### src/sv/rmq_pkg.sv
package rmq_pkg;

  localparam int unsigned DataWidthDef = 16;
  localparam int unsigned FracBitsDef  = 14;

  // fixed field widths of the transactions
  localparam int unsigned FW = 16;

  localparam logic [1:0] CaseTrace = 2'd0;
  localparam logic [1:0] CaseX     = 2'd1;
  localparam logic [1:0] CaseY     = 2'd2;
  localparam logic [1:0] CaseZ     = 2'd3;

  typedef struct packed {
    logic signed [FW-1:0] m00;
    logic signed [FW-1:0] m01;
    logic signed [FW-1:0] m02;
    logic signed [FW-1:0] m10;
    logic signed [FW-1:0] m11;
    logic signed [FW-1:0] m12;
    logic signed [FW-1:0] m20;
    logic signed [FW-1:0] m21;
    logic signed [FW-1:0] m22;
  } in_t;

  typedef struct packed {
    logic signed [FW-1:0] qw;
    logic signed [FW-1:0] qx;
    logic signed [FW-1:0] qy;
    logic signed [FW-1:0] qz;
    logic [1:0]           case_used;
    logic                 divide_fault;
  } out_t;

  // classified work item between front and back: radicand and numerators
  // radicand < 2^(FW+2), numerators fit FW+1 bits signed
  typedef struct packed {
    logic [FW+1:0]        rad;
    logic signed [FW:0]   n0;
    logic signed [FW:0]   n1;
    logic signed [FW:0]   n2;
    logic signed [FW:0]   n3;
    logic [1:0]           sel;
  } work_t;

endpackage

### src/sv/rmq_front.sv
module rmq_front
  import rmq_pkg::*;
#(
  parameter int unsigned FracBits = FracBitsDef
) (
  input  logic  clk_i,
  input  logic  rst_ni,
  input  logic  in_valid_i,
  output logic  in_ready_o,
  input  in_t   in_i,
  output logic  wk_valid_o,
  input  logic  wk_ready_i,
  output work_t wk_o
);

  localparam int unsigned SW = FW + 3;

  logic signed [SW-1:0] a, b, c, tr, one_s, t;
  logic signed [FW:0]   d21, d02, d10, s02, s01, s12;
  work_t                w;
  logic                 valid_q;
  work_t                wk_q;

  assign a     = SW'(in_i.m00);
  assign b     = SW'(in_i.m11);
  assign c     = SW'(in_i.m22);
  assign tr    = a + b + c;
  assign one_s = SW'(1) <<< FracBits;
  assign d21   = (FW+1)'(in_i.m21) - (FW+1)'(in_i.m12);
  assign d02   = (FW+1)'(in_i.m02) - (FW+1)'(in_i.m20);
  assign d10   = (FW+1)'(in_i.m10) - (FW+1)'(in_i.m01);
  assign s02   = (FW+1)'(in_i.m02) + (FW+1)'(in_i.m20);
  assign s01   = (FW+1)'(in_i.m01) + (FW+1)'(in_i.m10);
  assign s12   = (FW+1)'(in_i.m12) + (FW+1)'(in_i.m21);

  always_comb begin
    w = '0;
    if (tr > 0) begin
      w.sel = CaseTrace;
      t = one_s + tr;
      w.n1 = d21; w.n2 = d02; w.n3 = d10;
    end else if (a > b && a > c) begin
      w.sel = CaseX;
      t = one_s + a - b - c;
      w.n0 = d21; w.n2 = s01; w.n3 = s02;
    end else if (b > c) begin
      w.sel = CaseY;
      t = one_s + b - a - c;
      w.n0 = d02; w.n1 = s01; w.n3 = s12;
    end else begin
      w.sel = CaseZ;
      t = one_s + c - a - b;
      w.n0 = d10; w.n1 = s02; w.n2 = s12;
    end
    // negative radicand counts as zero
    w.rad = t[SW-1] ? '0 : t[FW+1:0];
  end

  assign in_ready_o = !valid_q || wk_ready_i;
  assign wk_valid_o = valid_q;
  assign wk_o       = wk_q;

  always_ff @(posedge clk_i or negedge rst_ni) begin
    if (!rst_ni) begin
      valid_q <= 1'b0;
    end else if (in_ready_o) begin
      valid_q <= in_valid_i;
    end
  end

  always_ff @(posedge clk_i) begin
    if (in_ready_o && in_valid_i) begin
      wk_q <= w;
    end
  end

endmodule

### config.mk
export PLATFORM = sky130hd
export DESIGN_NAME = rmq_front
export DESIGN_NICKNAME = d
export VERILOG_FILES = /design/src/sv/rmq_pkg.sv /design/src/sv/rmq_front.sv
export SDC_FILE = /design/constraint.sdc
export NUM_CORES = 1
export LEC_CHECK = 0
export BUFFER_PORTS_ARGS = -buffer_cell sky130_fd_sc_hd__buf_2
export CAP_MARGIN = 20
export CORE_MARGIN = 2
export CORE_UTILIZATION = 54
export CTS_CLUSTER_DIAMETER = 200
export DETAILED_ROUTE_END_ITERATION = 10
export HOLD_SLACK_MARGIN = 0.05
export PLACE_DENSITY = 0.79
export RECOVER_POWER = 25
export SKIP_LAST_GASP = 1
export SYNTH_ARGS = -nofsm -noshare
export SYNTH_HDL_FRONTEND = slang
export SYNTH_SLANG_ARGS = --single-unit
### constraint.sdc
create_clock -name clk_i -period 3.1 [get_ports clk_i]
set_clock_uncertainty 0.15 [all_clocks]
set_input_delay 0.31 -clock clk_i [delete_from_list [all_inputs] [get_ports clk_i]]
set_output_delay 0.31 -clock clk_i [all_outputs]
set_load 0.005 [all_outputs]
Word-level counts from Yosys, hierarchy flattened. Index checks and enable logic that the tools add are counted.

Bits of input ports: 148. Bits in registers: 89. Output and inout port bits: 90. Word-level logic and storage cells: 46.

Muxes and demuxes: 11. Order comparisons: 4. Add/sub/neg operators: 18. Reductions and logical operators: 5.

Operator list (count): adder 16 x 16 -> 17 bit (4); 2-to-1 mux 17 bit (4); 2-to-1 mux 19 bit (3); subtractor 18 x 16 -> 19 bit (3); subtractor 17 x 16 -> 18 bit (3); 2-to-1 mux 53 bit (1); adder 16 x 16 -> 17 bit (first input constant) (3); subtractor 16 x 16 -> 17 bit (3); > comparator 16 bit (3); 2-to-1 mux 36 bit (1); 2-to-1 mux 34 bit (1); adder 16 x 18 -> 19 bit (first input constant) (1); adder 17 x 16 -> 18 bit (1); > comparator 18 x 1 -> 1 bit (second input constant) (1); logical AND 1 bit (2); OR reduction 2 bit (1); logical NOT 1 bit (1); logical OR 1 bit (1); 2-to-1 mux 1 bit (1).

Longest topological paths before layout.
Word-level depth: 6. Gate-level depth with buffers: 25. Mapped depth without buffers: 23.

Least setup slack after synthesis. No wires, ideal clock.

Kind: in2reg. From: in in_i[2] (netlist bit). To: reg wk_q, in the netlist wk_o[27], data pin. Required time: 2.688 ns. Setup slack: -2.073 ns. Stages on the path: 22. Path buffers: 1. Setup time: 0.262 ns. Arrival: 4.761 ns. Path through: inv_1 > fa_1 > inv_1 > ha_1 > a21oi_2 > maj3_2 > o221ai_2 > a32o_1 > a31oi_1 > o31ai_1 > a21oi_1 > xor2_1 > ha_1 > nand2_1 > nor4_1 > nand3_1 > a211oi_1 > o2111ai_1 > a2111oi_4 > a21o_1 > buf_4 > mux2_1.

RTL lines: from (decl) (line rmq_front.sv:10) `input in_t in_i,`; to (signal assigned) (line rmq_front.sv:73) `wk_q <= w;`; to (decl) (line rmq_front.sv:22) `work_t wk_q;`.

==> results summary <==
The flow ran to the end, but the final reports show violations. The final reports fail on setup timing. VDD sags by at most around 0.00036 V.

The synthesized design contains between 80 and 90 register bits. The class of the tightest hold or removal check is in2async. The die extent in y is between 150 and 200 microns. The design draws between 10 and 15 mW. Max-cap violations in this run came to 0.

The smallest hold slack came out at roughly 100 ps. The global route total overflow came out at 0. The overall via count from detail_route is roughly 17000. The number of top-level pins is 238. The worst setup path is captured at a flop. The relative max-transition margin came out at 0.521. The pin count of the biggest net entering global routing is 50.

The detail-routed net length per standard cell came out at 20.1 microns. The fill cell total of the finished layout came out at 1963. The final net count came out at a little over 3000. Of all flip-flops after synthesis, the portion carrying an async set or reset was 0.0112. The clock drives just under 90 sinks. The area growth from synthesis to final layout came out at 37.5%. In this run the cell area of the synthesized design comes to 0.0158 sq mm. The residual antenna-violating net count after detailed routing came out at 0. Wires add up to between 50000 and 60000 microns. By count the netlist is led by sky130_fd_sc_hd__ha_1, sky130_fd_sc_hd__inv_1, sky130_fd_sc_hd__nor2_1. Counting both buffers and inverters, the worst setup path holds a total of 6. The startpoint type of the worst setup path is an input pin.

The number of flops mapped to enable cells by yosys is 88. The number of clock buffers added by TritonCTS is 9. Setup repair after global routing could not meet its margin everywhere. The number of buffers on the longest clock path came out at 2. The horizontal die dimension came out at 175 microns.

Of all cell types, the one taking the most synthesized area is sky130_fd_sc_hd__ha_1. In the synthesized netlist the dominant register cell turns out to be sky130_fd_sc_hd__edfxtp_1. The sequential share of the synthesized area is 0.169.

The fraction of synthesized cell area taken by the top area cell type is 0.233. The sum of negative setup slack came out at -154250 ps. Yosys instantiated no cell more often than sky130_fd_sc_hd__ha_1. The cell row count came out at 62. Of the available clock period, the critical path in the final layout requires 1.61. Of all nets on the critical path, the largest fanout is 7. The remaining routing DRC violations came out at 0.

In this run, distinct cell masters in the synthesized netlist total a little under 80. The average via count per standard cell came out at approximately 6. Ranked by total cell area, the synthesized netlist is headed by sky130_fd_sc_hd__ha_1, sky130_fd_sc_hd__edfxtp_1, sky130_fd_sc_hd__fa_1.

The final number of hold-violating endpoints came out at 0. Setup violations remaining at the end of the flow were counted as roughly 90. The kind of cell with the highest combined delay along the critical path is compound AO/OA/AOI/OAI gates. The shortest clock period the worst path allows after layout came out at about 5000 ps. The clock insertion delay at the later pin of the skew report is 360 ps. In the synthesized netlist, the number of instances is 1860.

The slowest stage of the critical path belongs to the cell sky130_fd_sc_hd__fa_1. The last weighted congestion value of the routability-driven placer is around 1.0. The number of nets in the synthesized netlist is 2376.

For this design the ratio of total power to cell area is 478 mW/mm^2. The clock tree synthesis step divided the H-tree into 3 levels. TritonCTS built the clock tree. The first-pass GRT wire length came out at roughly 89000 microns.

The first-pass iteration count of the detailed router is 9. At the worst endpoint, the required time is between 3000 and 4000 ps. The area inside the core boundary is 0.0288 sq mm. Derived from the worst setup path, the maximum achievable clock frequency is approximately 200 MHz. The layout cell share with drive strength beyond 1 is 0.311.

The via count of the first global-routing pass is about 17000. The root buffer cell chosen for the clock tree is sky130_fd_sc_hd__clkbuf_16. The area of the die came out at between 0.03 and 0.04 sq mm. The least setup slack across all paths after layout is -1890 ps. At the end of the flow the core is filled with cells to 0.754. The maximum single-stage delay on the critical path came out at about 560 ps.

The detailed placement HPWL is between 40000 and 50000 microns. The slew at the pin closest to its max-slew limit came out at between 700 and 800 ps. The initial standard-cell utilization of the core came out at 0.549. The leakage power of the design came out at 10.8 nW. The number of antenna violations at the first check in global routing came out at 2. The count of final max-slew check failures was 0. The worst slack at placement is -2210 ps. The Yosys step of the flow raised 0 warnings.

The worst setup path is of the in2reg kind. The count of buffers from port buffering came out at about 240. The DRC violation total after the first TritonRoute iteration is ~2300.

The clock slew seen by the registers of the worst setup and hold paths came out at 70 ps. The global-route usage over all layers came out at 0.366. The synthesized area per cell came out at between 8 and 9 sq um.

The signal arrival time at the worst endpoint came out at roughly 5000 ps.
sequential cells by signal (all words and copies together) (netlist names):
| signal | flops |
|---|---|
| wk_valid_o | 1 |
| wk_o | 88 |
final timing paths:
path | startpoint | slack [ps] | end | cells past startpoint
worst max-delay path | in_i[2] | -1890 | wk_o[7]$_DFFE_PP_ | 26
worst min-delay path | rst_ni | 100 | wk_valid_o$_DFFE_PN0N_ | 2
worst max register to register | wk_valid_o$_DFFE_PN0N_ | 1150 | wk_o[76]$_SDFFCE_PP0P_ | 3
worst min register to register | wk_valid_o$_DFFE_PN0N_ | 410 | wk_valid_o$_DFFE_PN0N_ | 2
max in group asynchronous | rst_ni | 2610 | wk_valid_o$_DFFE_PN0N_ | 2
min in group clk_i | wk_ready_i | 120 | wk_valid_o$_DFFE_PN0N_ | 3
power breakdown:
part	total [mW]	switching, mW	internal [mW]	leakage, nW
sequential	1.86	0.166	1.69	0.860
clock	1.18	0.546	0.634	0.146
combinational	7.34	3.90	3.44	9.78
total	10.4	4.61	5.77	10.8
through the flow:
stage               instance area [sq um]  std cells
finish                              21700       2903
global route                        21700       2901
CTS                                 21500       2897
detailed placement                  20700       2861
global placement                    20700       2861
floorplan                           15900       1860
worst register-to-register path, stage by stage, from the launching register on:
cell and delay [ps]:
sky130_fd_sc_hd__dfrtp_1 380, sky130_fd_sc_hd__nand2b_1 120, sky130_fd_sc_hd__and2_4 560, sky130_fd_sc_hd__buf_12 390
metal layers:
metal / up-vias / wire length (microns) / global-route usage
li1: 7759 / - / -
met1: 8058 / 22400 / 0.467
met2: 1170 / 26500 / 0.599
met3: 261 / 5730 / 0.0568
met4: 0 / 3800 / 0.193
met5: - / 0 / 0
logic make-up (layout without fill, tap and decap cells):
logic type,after synthesis,count (layout),synth area share
multiplexers,16,16,0.0103
other,0,2,0
AO/OA/AOI/OAI,471,471,0.201
flip-flops,89,89,0.169
AND/OR/NAND/NOR,484,484,0.144
adder cells (fa/ha/maj),369,369,0.327
XOR/XNOR,138,138,0.0765
buffers and inverters,293,950,0.0718
repair_timing:
action	CTS	global route
setup endpoints to repair	88	88
hold buffers	2	0
endpoints found under the hold margin	2	0
setup buffers	10	4
gates cloned	8	2
gates resized for setup	53	52
pin swaps	5	8
cell usage in the layout, fill, tap and decap left out, types with 65 or more instances in the layout:
cell type / Yosys / layout
sky130_fd_sc_hd__a21oi_1: 133 / 127
sky130_fd_sc_hd__buf_2: 7 / 211
sky130_fd_sc_hd__buf_4: 3 / 444
sky130_fd_sc_hd__edfxtp_1: 88 / 88
sky130_fd_sc_hd__fa_1: 74 / 73
sky130_fd_sc_hd__ha_1: 294 / 292
sky130_fd_sc_hd__inv_1: 223 / 219
sky130_fd_sc_hd__nand2_1: 124 / 121
sky130_fd_sc_hd__nor2_1: 154 / 147
sky130_fd_sc_hd__o21ai_0: 68 / 65
sky130_fd_sc_hd__xnor2_1: 88 / 88
layout make-up:
cell class / count / area (sq um) / area share
diodes: 2 / 5.00 / 0.000230
clock buffers: 9 / 225 / 0.0104
clock inverters: 7 / 77.6 / 0.00357
inverters: 223 / 840 / 0.0387
multi-input cells: 1478 / 12400 / 0.569
flip-flops and latches: 89 / 2670 / 0.123
well taps: 384 / 480 / 0.0221
repair buffers: 711 / 5050 / 0.233
(Power assumes the default switching activity.)
