<file path="src/sv/rmq_pkg.sv">
package rmq_pkg;

  localparam int unsigned DataWidthDef = 16;
  localparam int unsigned FracBitsDef  = 14;

  // fixed field widths of the transactions
  localparam int unsigned FW = 16;

  localparam logic [1:0] CaseTrace = 2'd0;
  localparam logic [1:0] CaseX     = 2'd1;
  localparam logic [1:0] CaseY     = 2'd2;
  localparam logic [1:0] CaseZ     = 2'd3;

  typedef struct packed {
    logic signed [FW-1:0] m00;
    logic signed [FW-1:0] m01;
    logic signed [FW-1:0] m02;
    logic signed [FW-1:0] m10;
    logic signed [FW-1:0] m11;
    logic signed [FW-1:0] m12;
    logic signed [FW-1:0] m20;
    logic signed [FW-1:0] m21;
    logic signed [FW-1:0] m22;
  } in_t;

  typedef struct packed {
    logic signed [FW-1:0] qw;
    logic signed [FW-1:0] qx;
    logic signed [FW-1:0] qy;
    logic signed [FW-1:0] qz;
    logic [1:0]           case_used;
    logic                 divide_fault;
  } out_t;

  // classified work item between front and back: radicand and numerators
  // radicand < 2^(FW+2), numerators fit FW+1 bits signed
  typedef struct packed {
    logic [FW+1:0]        rad;
    logic signed [FW:0]   n0;
    logic signed [FW:0]   n1;
    logic signed [FW:0]   n2;
    logic signed [FW:0]   n3;
    logic [1:0]           sel;
  } work_t;

endpackage

</file>
<file path="src/sv/rmq_fifo.sv">
module rmq_fifo
  import rmq_pkg::*;
(
  input  logic  clk_i,
  input  logic  rst_ni,
  input  logic  wr_valid_i,
  output logic  wr_ready_o,
  input  work_t wr_data_i,
  output logic  rd_valid_o,
  input  logic  rd_ready_i,
  output work_t rd_data_o
);

  work_t      mem_q [2];
  logic       wp_q, rp_q;
  logic [1:0] cnt_q;
  logic       wr, rd;

  assign wr_ready_o = cnt_q != 2'd2;
  assign rd_valid_o = cnt_q != 2'd0;
  assign rd_data_o  = mem_q[rp_q];
  assign wr = wr_valid_i && wr_ready_o;
  assign rd = rd_valid_o && rd_ready_i;

  always_ff @(posedge clk_i or negedge rst_ni) begin
    if (!rst_ni) begin
      wp_q  <= 1'b0;
      rp_q  <= 1'b0;
      cnt_q <= 2'd0;
    end else begin
      if (wr) wp_q <= !wp_q;
      if (rd) rp_q <= !rp_q;
      cnt_q <= cnt_q + 2'(wr) - 2'(rd);
    end
  end

  always_ff @(posedge clk_i) begin
    if (wr) mem_q[wp_q] <= wr_data_i;
  end

endmodule

</file>
<file path="config.mk">
export PLATFORM = sky130hd
export DESIGN_NAME = rmq_fifo
export DESIGN_NICKNAME = d
export VERILOG_FILES = /design/src/sv/rmq_pkg.sv /design/src/sv/rmq_fifo.sv
export SDC_FILE = /design/constraint.sdc
export NUM_CORES = 1
export LEC_CHECK = 0
export BUFFER_PORTS_ARGS = -buffer_cell sky130_fd_sc_hd__buf_4
export CAP_MARGIN = 20
export CORE_UTILIZATION = 40
export CTS_BUF_LIST = sky130_fd_sc_hd__clkbuf_8 sky130_fd_sc_hd__clkbuf_16
export CTS_CLUSTER_DIAMETER = 100
export CTS_CLUSTER_SIZE = 8
export DETAILED_ROUTE_END_ITERATION = 12
export GPL_TIMING_DRIVEN = 0
export PLACE_DENSITY = 0.68
export SLEW_MARGIN = 20
export SYNTH_ARGS = -nofsm -noshare
export SYNTH_HDL_FRONTEND = slang
export SYNTH_SLANG_ARGS = --single-unit
</file>
<file path="constraint.sdc">
create_clock -name clk_i -period 4.5 [get_ports clk_i]
set_clock_uncertainty 0.05 [all_clocks]
set_input_delay 0.225 -clock clk_i [delete_from_list [all_inputs] [get_ports clk_i]]
set_output_delay 0.225 -clock clk_i [all_outputs]
set_load 0.02 [all_outputs]
</file>
* Yosys cells after proc, flatten, opt, wreduce, memory -nomap -nowiden
Memory sizes are Yosys's and may differ from the RTL's.
Index checks and enable logic that the tools add are counted.
** Operators by class
- $add $sub $neg :: 2
- Mux-type cells :: 2
- Equal/unequal tests :: 1
- Reduce and logical (&&, ||, !) cells :: 5
** Operators with widths (number)
- $add 2x1->2 :: 1
- $logic_and 1x1->1 :: 2
- $logic_not 1->1 :: 2
- $mux 1 :: 2
- $ne 2x2->1 const B :: 1
- $reduce_bool 2->1 :: 1
- $sub 2x1->2 :: 1
** Storage, ports and cells
- Word-level logic and storage cells :: 14
- Memory bits (writable) :: 176
- Output and inout bits :: 90
- Input bits :: 92
- Memories kept :: 1
- Register bits :: 4
** Memories
- mem_q :: words 2, width 88, read ports 1, clocked after Yosys merged registers in 0, write ports 1, RTL line rmq_fifo.sv:14 : work_t mem_q [2];

* Logic depth before layout (Yosys ltp)
Gate-level depths: netlist of run 1.
- Word-level depth :: 4
- Gate-level depth with buffers :: 5
- Depth with buffers taken out :: 5

* Least setup slack after synthesis of run 1
Ideal clock, no wire load.
- Path type :: reg-to-reg
- Start :: reg cnt_q[0]
- End :: mem mem_q[0][0] (netlist name) (enable)
- Arrival :: 4.456 ns
- Cell stages (with the launch flop) :: 4
- Path buffers :: 0
- Clock period less this slack :: 5.041 ns
- Required time :: 3.915 ns
- Path slack :: -0.541 ns
- Library setup time :: 0.535 ns
- Cell sequence :: dfrtp_1 > nand2b_1 > nand2_1 > nor2_1
** On the way
- Word-level cells in the longest chain between the ends :: 4
** Ends and longest elaborated chain
- from (decl) :: RTL line rmq_fifo.sv:16 : logic [1:0] cnt_q;
- from (signal assigned) :: RTL line rmq_fifo.sv:33 : cnt_q <= cnt_q + 2'(wr) - 2'(rd);
- $ne 2x2->1 :: RTL line rmq_fifo.sv:19 : assign wr_ready_o = cnt_q != 2'd2;
- via wr_ready_o :: RTL line rmq_fifo.sv:7 : output logic wr_ready_o,
- $logic_and 1x1->1 :: RTL line rmq_fifo.sv:22 : assign wr = wr_valid_i && wr_ready_o;
- $mux 1 :: RTL line rmq_fifo.sv:38 : if (wr) mem_q[wp_q] <= wr_data_i;
- $mux 1 (implied by the code) :: RTL line rmq_fifo.sv:38
- to (decl) :: RTL line rmq_fifo.sv:14
The timed path passes the listed nets, and every way through them passes these cells.

==> results of run 1 <==
==> per-layer routing <==
metal	track usage (%)	routed length, um
met2	29.3	7050
met5	0	0
met4	5.95	200
met1	16.4	5080
met3	5.86	816
==> final cells by class <==
cell class	count	area [um2]	area share, %
well taps	216	270	2.76
clock buffers	17	425	4.34
multi-input cells	106	1160	11.9
clock inverters	14	114	1.16
plain buffers	10	68.8	0.702
flip-flops and latches	180	5390	54.9
repair buffers	275	2380	24.3
==> stage by stage <==
step / setup slack (ps) / hold slack, ps / setup TNS [ps] / power [uW]
4_1_cts: 2420 / 30.6 / 0 / 6110
3_5_place_dp: 2540 / -21.2 / 0 / 4670
2_1_floorplan: 933 / -121 / 0 / 3750
3_3_place_gp: -205 / -27.0 / -17550 / 4590
6_report: 2470 / 53.7 / 0 / 6050
5_1_grt: 2380 / 46.0 / 0 / 6320
==> sequential cells by signal, summed over array words and instances, names as in the netlist <==
name / count
mem_q: 176
cnt_q: 2
rp_q: 1
wp_q: 1
==> logic make-up after synthesis <==
logic type      share of synthesized area, %
compound gates                         0.360
xor+xnor                               0.398
fa+ha+maj                              0.189
buf+inv                                 1.04
flops                                   81.5
mux                                     15.6
simple gates                           0.891
==> path summary, 6_finish.rpt <==
| kind | slack (ps) | from | endpoint | cells after the start |
|---|---|---|---|---|
| max | 2470 | rp_q | rd_data_o[49] | 4 |
| min | 50 | rd_ready_i | rp_q | 3 |
| max reg2reg | 2580 | cnt_q[0] | mem_q[1][39] | 3 |
| min reg2reg | 520 | wp_q | wp_q | 1 |
| max in group asynchronous | 4190 | rst_ni | cnt_q[1] | 2 |
| min in group asynchronous | 100 | rst_ni | wp_q | 2 |
==> synthesized netlist by cell type <==
library cell    n  area, um2
mux2_2         78        878
mux2_4         10        150
nor2b_1         1       6.26
nor2_1          3       11.3
buf_2           7       35.0
ha_1            1       12.5
nand3_1         1       5.00
dfrtp_1         4        100
nand2_1         2       7.51
o21ba_2         1       10.0
nor4bb_1        1       10.0
a311oi_1        1       8.76
buf_6           3       33.8
nand2b_1        1       6.26
or2_2           1       6.26
and3_1          1       6.26
edfxtp_1      176       5290
xnor2_1         3       26.3
o21ai_0         1       5.00
==> report_power, final <==
group	leakage, uW	total (uW)	internal, uW	switching, uW
clock network	0.000262	1370	755	614
logic	0.00178	2300	1090	1200
registers	0.00168	2380	2290	91.7
total	0.00372	6050	4140	1910
==> critical path, cell delays in order, from the launching register on <==
cell     delay, ps
dfrtp_1        340
buf_6          150
buf_2          310
mux2_2         380
buf_4          160
==> what timing repair did <==
action,4_1_cts,5_1_grt
gates resized for setup,0,0
hold buffers,89,0
endpoints found under the hold margin,180,0
==> impl_metrics.yaml, run 1 <==
run_status:
  status: "finished clean"
setup_path:
  crit_fanout: 10
  cp_data_required_time_ps: 4220
  cp.arrival_ps: 1750
  endpoint_kind: "output port"
  path_class: "reg -> out"
  worstSetupStartpointType: "flip-flop"
floorplanning:
  coreArea_mm2: 0.0160
  io_pins: 182
  start_util_pct: 41.3
  dieArea_mm2: 0.0170
  dieHeight_um: 130
  rows: 46
  fp.dieW_um: 130
final_layout:
  finalNetCount: 683
  finish.instance_area_mm2: 0.00981
  num-fill-cells: 1180
  mostFrequentLayoutCells: "buf_4 (181), edfxtp_1 (176), dlygate4sd3_1 (89), mux2_2 (78), clkbuf_16 (17)"
  fin_cells: 818
  syn_to_final_growth_pct: 48.5
  drive_gt1_share_pct: 52.5
  layout_commonest_cell: "buf_4"
  utilization_pct: 61.3
  antenna_cells: 0
global_route:
  grt_util_all_layers_pct: 15.9
  grt_max_degree: 52
  grt-ovfl-total: 0
  grt_first_pass_wirelength_mm: 19.7
  antenna_found_initial: 0
  grt_pass1_vias: 4053
cts:
  clockBufferDepth: 2
  htree_levels: 4
  cts_buffers: 17
  cts_tree: "built"
  path_clk_slew_ps: 60
  clock_sinks: 180
  root_buffer: "clkbuf_16"
  cts_setup_buffers: 0
  insertion_delay_ps: 420
pwr:
  p_leak_uw: 0.00372
  vdd_drop_max_mv: 0.312
  p_per_area_mw_per_mm2: 617
placement:
  placed_area_mm2: 0.00838
  hpwlAfterDp_mm: 8.12
  gp_congestion: 0.660
  place_inst: 698
  io_buffers: 181
synthesis:
  syn_nets: 389
  synth_cell_types: 19
  synth-seq-cells: 180
  synth_seq_area_share_pct: 81.5
  yosys_warnings: 0
  syn_area_per_cell_um2: 22.3
  synth.cell_area_mm2: 0.00660
  syn_inst: 296
flow_run:
  maxCapViolCount: 0
hold_path:
  hp-class: "in -> reg"
drt:
  routed_wl_mm: 13.1
  via_per_inst: 4.60
  dr.pass1.iters: 4
  vias: 3759
  drt-initial-drc-count: 149
  ant_nets: 0
  avgRoutedWirePerCell_um: 16.1
  remaining_drc_errors: 0
timing:
  setup_viol: 0
  finalCriticalPeriod_ps: 2030
  hold_violations: 0
  fmax_ghz: 0.493
  drv_slew: 0
  fin_crit_sh_pct: 45.1
  tightest_slew_ps: 579
  maxSlewHeadroom_pct: 61.4
  rsz0062_at_grt: "false"
Power figures use the tool's default switching activity.
==> run 2, diff against run 1 <==
--- a/config.mk
+++ b/config.mk
@@ -5,6 +5,7 @@
 export SDC_FILE = /design/constraint.sdc
 export NUM_CORES = 1
 export LEC_CHECK = 0
+export ABC_AREA = 1
 export BUFFER_PORTS_ARGS = -buffer_cell sky130_fd_sc_hd__buf_4
 export CAP_MARGIN = 20
 export CORE_UTILIZATION = 40
==> constraint.sdc (replaced) <==
create_clock -name clk_i -period 1.7 [get_ports clk_i]
set_clock_uncertainty 0.05 [all_clocks]
set_input_delay 0.085 -clock clk_i [delete_from_list [all_inputs] [get_ports clk_i]]
set_output_delay 0.085 -clock clk_i [all_outputs]
set_load 0.02 [all_outputs]
==> impl_metrics.yaml, run 2 <==
run_status:
  status: "finished clean"
cts:
  cts_buffers: 17
  root_buffer: "clkbuf_16"
  path_clk_slew_ps: 70
  htree_levels: 4
  cts_tree: "built"
  clockBufferDepth: 2
  clock_sinks: 180
  insertion_delay_ps: 420
setup_path:
  cp.arrival_ps: 1550
  rr_worst_depth: 7
  crit_slowest_cell: "dfrtp_1"
  path_cells: "buf_8 > buf_8 > buf_8 > nand2_1 > nand2_1 > buf_4"
  cp_data_required_time_ps: 1560
  worstSetupStartpointType: "flip-flop"
  cpPeakStageDelay_ps: 390
  cpMostUsedCell: "buf_8"
  endpoint_kind: "output port"
  crit_fanout: 10
  path_class: "reg -> out"
floorplanning:
  fp.dieW_um: 131
  dieArea_mm2: 0.0171
  rows: 46
  start_util_pct: 41.4
  dieHeight_um: 131
  coreArea_mm2: 0.0160
  io_pins: 182
drt:
  vias: 4628
  via_per_inst: 4.50
  avgRoutedWirePerCell_um: 14.6
  drt-initial-drc-count: 183
  remaining_drc_errors: 0
  ant_nets: 0
  routed_wl_mm: 15.0
  dr.pass1.iters: 4
global_route:
  grtUsageMet2_pct: 32.0
  use_met1_pct: 20.7
  grt_max_degree: 27
  grt-ovfl-total: 0
  antenna_found_initial: 0
  grt_first_pass_wirelength_mm: 22.8
  grtUsageMet3_pct: 5.13
  grt_util_all_layers_pct: 18.0
  grt-busiest-layer: "met2"
  grt_pass1_vias: 4687
synthesis:
  yosys-top-cells-area: "edfxtp_1 (80%), nand2_1 (15%), dfrtp_1 (1.5%)"
  synth-edff-count: 176
  synth-async-reset-ratio_pct: 2.22
  synth_cell_types: 14
  synth_seq_area_share_pct: 81.3
  synth.cell_area_mm2: 0.00662
  synthTopCellsByCount: "nand2_1 (273), edfxtp_1 (176), buf_2 (13)"
  synth_flop_cell: "edfxtp_1"
  yosys_warnings: 0
  synth-seq-cells: 180
  synth_top_area_share_pct: 79.8
  syn_area_per_cell_um2: 13.5
  syn_inst: 491
  synth_most_common_cell: "nand2_1"
  synth_top_area_cell: "edfxtp_1"
  syn_nets: 584
final_layout:
  utilization_pct: 63.5
  largest_reg_flops: 176
  finalNetCount: 892
  finish.instance_area_mm2: 0.0102
  multiInputGateArea_mm2: 0.00113
  mostFrequentLayoutCells: "nand2_1 (263), buf_4 (182), edfxtp_1 (176), dlygate4sd3_1 (92), clkbuf_16 (19)"
  antenna_cells: 0
  syn_to_final_growth_pct: 53.5
  seq_area_mm2: 0.00539
  num-fill-cells: 1235
  top_regs: "mem_q: 176 flops, cnt_q: 2 flops"
  layout_commonest_cell: "nand2_1"
  drive_gt1_share_pct: 31.8
  largest_register: "mem_q"
hold_path:
  hp-class: "in -> reg"
  whs_path_depth: 2
flow_run:
  maxCapViolCount: 0
placement:
  hpwlAfterDp_mm: 9.56
  place_ws_ps: -366
  io_buffers: 181
  placed_area_mm2: 0.00848
  gp_congestion: 0.695
pwr:
  p_per_area_mw_per_mm2: 1720
  vdd_drop_max_mv: 0.917
  power_uw: 17400
  p_leak_uw: 0.00434
timing:
  setup_slack_ps: 16.4
  fmax_ghz: 0.594
  rsz0062_at_grt: "true"
  hold_violations: 0
  finalCriticalPeriod_ps: 1680
  finalSetupTns_ps: 0
  setup_viol: 0
  maxSlewHeadroom_pct: 84.2
  tightest_slew_ps: 236
  drv_slew: 0
  fin_crit_sh_pct: 99.0
run 2: changes by cell type after synthesis, moves of 2 or more:
| cell | previous run | this run |
|---|---|---|
| nor2_1 | 3 | 5 |
| inv_1 | 0 | 7 |
| nand2_1 | 2 | 273 |
| mux2_2 | 78 | 0 |
| buf_2 | 7 | 13 |
| xnor2_1 | 3 | 0 |
| mux2_4 | 10 | 0 |
| buf_4 | 0 | 4 |
run 2: what timing repair did:
| action | CTS | global route |
|---|---|---|
| setup buffers | 3 | 7 |
| endpoints found under the setup margin | 234 | 134 |
| hold endpoints to repair | 183 | 0 |
| hold buffers | 92 | 0 |
| resized for setup | 23 | 27 |
| pin swaps | 2 | 3 |
| cloned | 0 | 1 |
run 2: worst max-delay path, delay by kind of cell, from the launching register on:
family        cells  cell delay, ps
flops             1             390
buf+inv           4             610
simple gates      2             140
run 2: through the flow:
| stage | cells | hold slack, ps |
|---|---|---|
| 2_1_floorplan | 491 | -261 |
| 3_3_place_gp | 888 | -166 |
| 3_5_place_dp | 896 | -162 |
| 4_1_cts | 1022 | 318 |
| 5_1_grt | 1028 | 315 |
| 6_report | 1028 | 339 |
run 2: worst paths after layout:
kind | startpoint | to | slack, ps
setup reg to reg | cnt_q[0] | mem_q[1][52] | 80
hold / removal | wr_data_i[59] | mem_q[0][59] | 340
hold reg to reg | wp_q | wp_q | 530
max in group asynchronous | rst_ni | rp_q | 860
min in group asynchronous | rst_ni | wp_q | 540
setup / recovery | rp_q | rd_data_o[81] | 20
run 2: cell type report:
type,count,area share (%)
multi-input cells,284,11.2
repair buffers,291,25.9
inverters,8,0.419
clock inverters,15,1.16
clock buffers,17,4.19
well taps,216,2.66
flip-flops and latches,180,53.0
plain buffers,17,1.55
run 2: report_power, final:
part | switching [uW] | total, uW | internal (uW)
Sequential | 261 | 6300 | 6040
Combinational | 4380 | 7510 | 3130
Clock | 1630 | 3630 | 2000
Total | 6270 | 17400 | 11200
run 2: routing by layer:
metal | part of all wire, % | up-vias
li1 | - | 2271
met1 | 41 | 2213
met2 | 53 | 126
met3 | 4.7 | 18
met4 | 1.3 | 0
met5 | 0 | -
run 2: cells by family after synthesis:
group,Yosys count,share of synthesized area (%)
and+or+nand+nor,280,15.9
DFF,180,81.3
buffers and inverters,27,2.27
AOI/OAI and AO/OA,2,0.151
xor gates and xnor gates,1,0.132
adders and majority gates,1,0.189
==> run 3, diff against run 2 <==
--- a/config.mk
+++ b/config.mk
@@ -8,13 +8,15 @@
 export ABC_AREA = 1
 export BUFFER_PORTS_ARGS = -buffer_cell sky130_fd_sc_hd__buf_4
 export CAP_MARGIN = 20
-export CORE_UTILIZATION = 40
+export CELL_PAD_IN_SITES_DETAIL_PLACEMENT = 1
+export CELL_PAD_IN_SITES_GLOBAL_PLACEMENT = 1
+export CORE_UTILIZATION = 37
 export CTS_BUF_LIST = sky130_fd_sc_hd__clkbuf_8 sky130_fd_sc_hd__clkbuf_16
 export CTS_CLUSTER_DIAMETER = 100
 export CTS_CLUSTER_SIZE = 8
 export DETAILED_ROUTE_END_ITERATION = 12
 export GPL_TIMING_DRIVEN = 0
-export PLACE_DENSITY = 0.68
+export PLACE_DENSITY = 0.77
 export SLEW_MARGIN = 20
 export SYNTH_ARGS = -nofsm -noshare
 export SYNTH_HDL_FRONTEND = slang
==> impl_metrics.yaml, run 3 (synthesis gave the netlist of run 2 again) <==
run_status:
  status: "finished with violations"
  failed_checks: "setup timing"
hold_path:
  whs_path_depth: 2
  whs_endpoint: "mem_q[1][4]"
  holdCritStartpoint: "wr_data_i[4]"
  hp-class: "in -> reg"
floorplanning:
  dieHeight_um: 136
  rows: 48
  fp.dieW_um: 136
  start_util_pct: 38.1
  io_pins: 182
  dieArea_mm2: 0.0184
  coreArea_mm2: 0.0174
pwr:
  vdd_drop_max_mv: 1.11
  p_seq_share_pct: 35.1
  p_leak_uw: 0.00438
  power_uw: 18200
  pwr-share-clk_pct: 20.9
  p_per_area_mw_per_mm2: 1760
  p_switching_uw: 6770
  combPwrFrac_pct: 44.1
  internal_power_uw: 11400
  sw_frac_of_total_pct: 37.3
drt:
  wl_met2_mm: 10.3
  met1_length_mm: 7.51
  wl_met3_um: 737
  vias: 4862
  remaining_drc_errors: 0
  ant_nets: 0
  via_per_inst: 4.68
  dr.pass1.iters: 4
  routed_wl_mm: 18.8
  highest_layer: "met4"
  avgRoutedWirePerCell_um: 18.1
  drt-initial-drc-count: 212
timing:
  setup_viol: 6
  drv_slew: 0
  fin_crit_sh_pct: 101
  finalCriticalPeriod_ps: 1720
  rsz0062_at_grt: "true"
  whs_ps: 337
  hold_violations: 0
  setup_slack_ps: -18.0
  maxSlewHeadroom_pct: 60.8
  tightest_slew_ps: 588
  fmax_ghz: 0.582
placement:
  io_buffers: 181
  place_ws_ps: -473
  hpwlAfterDp_mm: 10.8
  gp_congestion: 0.726
  placed_area_mm2: 0.00843
  place_inst: 903
setup_path:
  r2r_slack_ps: 30
  crit_slowest_cell: "dfrtp_1"
  endpoint_kind: "output port"
  crit_fanout: 8
  cp.arrival_ps: 1580
  r2r-end: "mem_q[0][62]"
  path_cells: "buf_6 > clkinv_8 > buf_8 > clkbuf_16 > nand2_2 > nand2_2 > buf_6"
  path_class: "reg -> out"
  rr_worst_depth: 5
  worstSetupStartpointType: "flip-flop"
  r2r_start: "cnt_q[1]"
  cpPeakStageDelay_ps: 340
  cp_data_required_time_ps: 1560
cts:
  cts_buffers: 17
  clock_sinks: 180
  insertion_delay_ps: 430
  root_buffer: "clkbuf_16"
  path_clk_slew_ps: 70
  cts_tree: "built"
  htree_levels: 4
  clockBufferDepth: 2
final_layout:
  syn_to_final_growth_pct: 55.7
  largest_reg_flops: 176
  antenna_cells: 0
  num-fill-cells: 1682
  drive_gt1_share_pct: 35.6
  layout_commonest_cell: "nand2_1"
  finalNetCount: 895
  fin_cells: 1039
  finish.instance_area_mm2: 0.0103
  top_regs: "mem_q: 176 flops, cnt_q: 2 flops"
  largest_register: "mem_q"
  mostFrequentLayoutCells: "nand2_1 (240), edfxtp_1 (176), buf_4 (175), dlygate4sd3_1 (92), nand2_2 (23)"
flow_run:
  maxCapViolCount: 0
global_route:
  grt_util_all_layers_pct: 20.3
  grt_first_pass_wirelength_mm: 27.5
  grt_pass1_vias: 5245
  antenna_found_initial: 0
  grt_max_degree: 27
  grt-ovfl-total: 0
## run 3: metrics by stage
step | setup TNS [ps] | util (%)
finish | -60.7 | 59.4
CTS | -2330 | 58.1
detailed placement | -43330 | 48.6
global route | -3600 | 59.4
global placement | -247350 | 47.8
floorplan | -125250 | -
## run 3: power groups by stage
stage	clock network, uW	logic (uW)	registers (uW)
finish	3790	8010	6370
global route	4010	8600	6450
CTS	3830	7500	6320
detailed placement	0	6890	6410
global placement	0	6440	6420
floorplan	0	3720	6360
## run 3: worst max-delay path, delay by kind of cell (launching register included)
kind,cells,cell delay (ps)
flip-flops,1,340
buffers and inverters,5,700
AND/OR/NAND/NOR,2,110
## run 3: cell type report
class	count	area (um2)	share of cell area, %
buffer	19	170	1.65
clock buffer	17	425	4.13
clock inverter	14	136	1.32
inverter	8	42.5	0.413
multi-input combinational	286	1270	12.3
sequential	180	5390	52.3
tap	225	282	2.73
timing repair buffer	290	2590	25.2
## run 3: repair_timing
item,CTS,global route
setup endpoints to repair,263,150
gates resized for setup,23,63
hold buffers,92,0
setup buffers,8,2
endpoints found under the hold margin,184,0
gates cloned,2,1
pin swaps,3,11
## run 3: worst max-delay path by stage
stage | startpoint | end | slack, ps
finish | rp_q | rd_data_o[82] | -20
detailed placement | cnt_q[0] | mem_q[0][62] | -470
floorplan | cnt_q[1] | mem_q[1][0] | -720
global placement | cnt_q[1] | mem_q[1][63] | -1410
global route | rp_q | rd_data_o[80] | -90
CTS | rp_q | rd_data_o[64] | -70
## run 3: metal layers
layer,vias to the layer above,global-route usage (%)
met5,-,0
met4,0,7.24
met3,25,4.49
met2,136,37.3
met1,2423,23.0
li1,2278,-
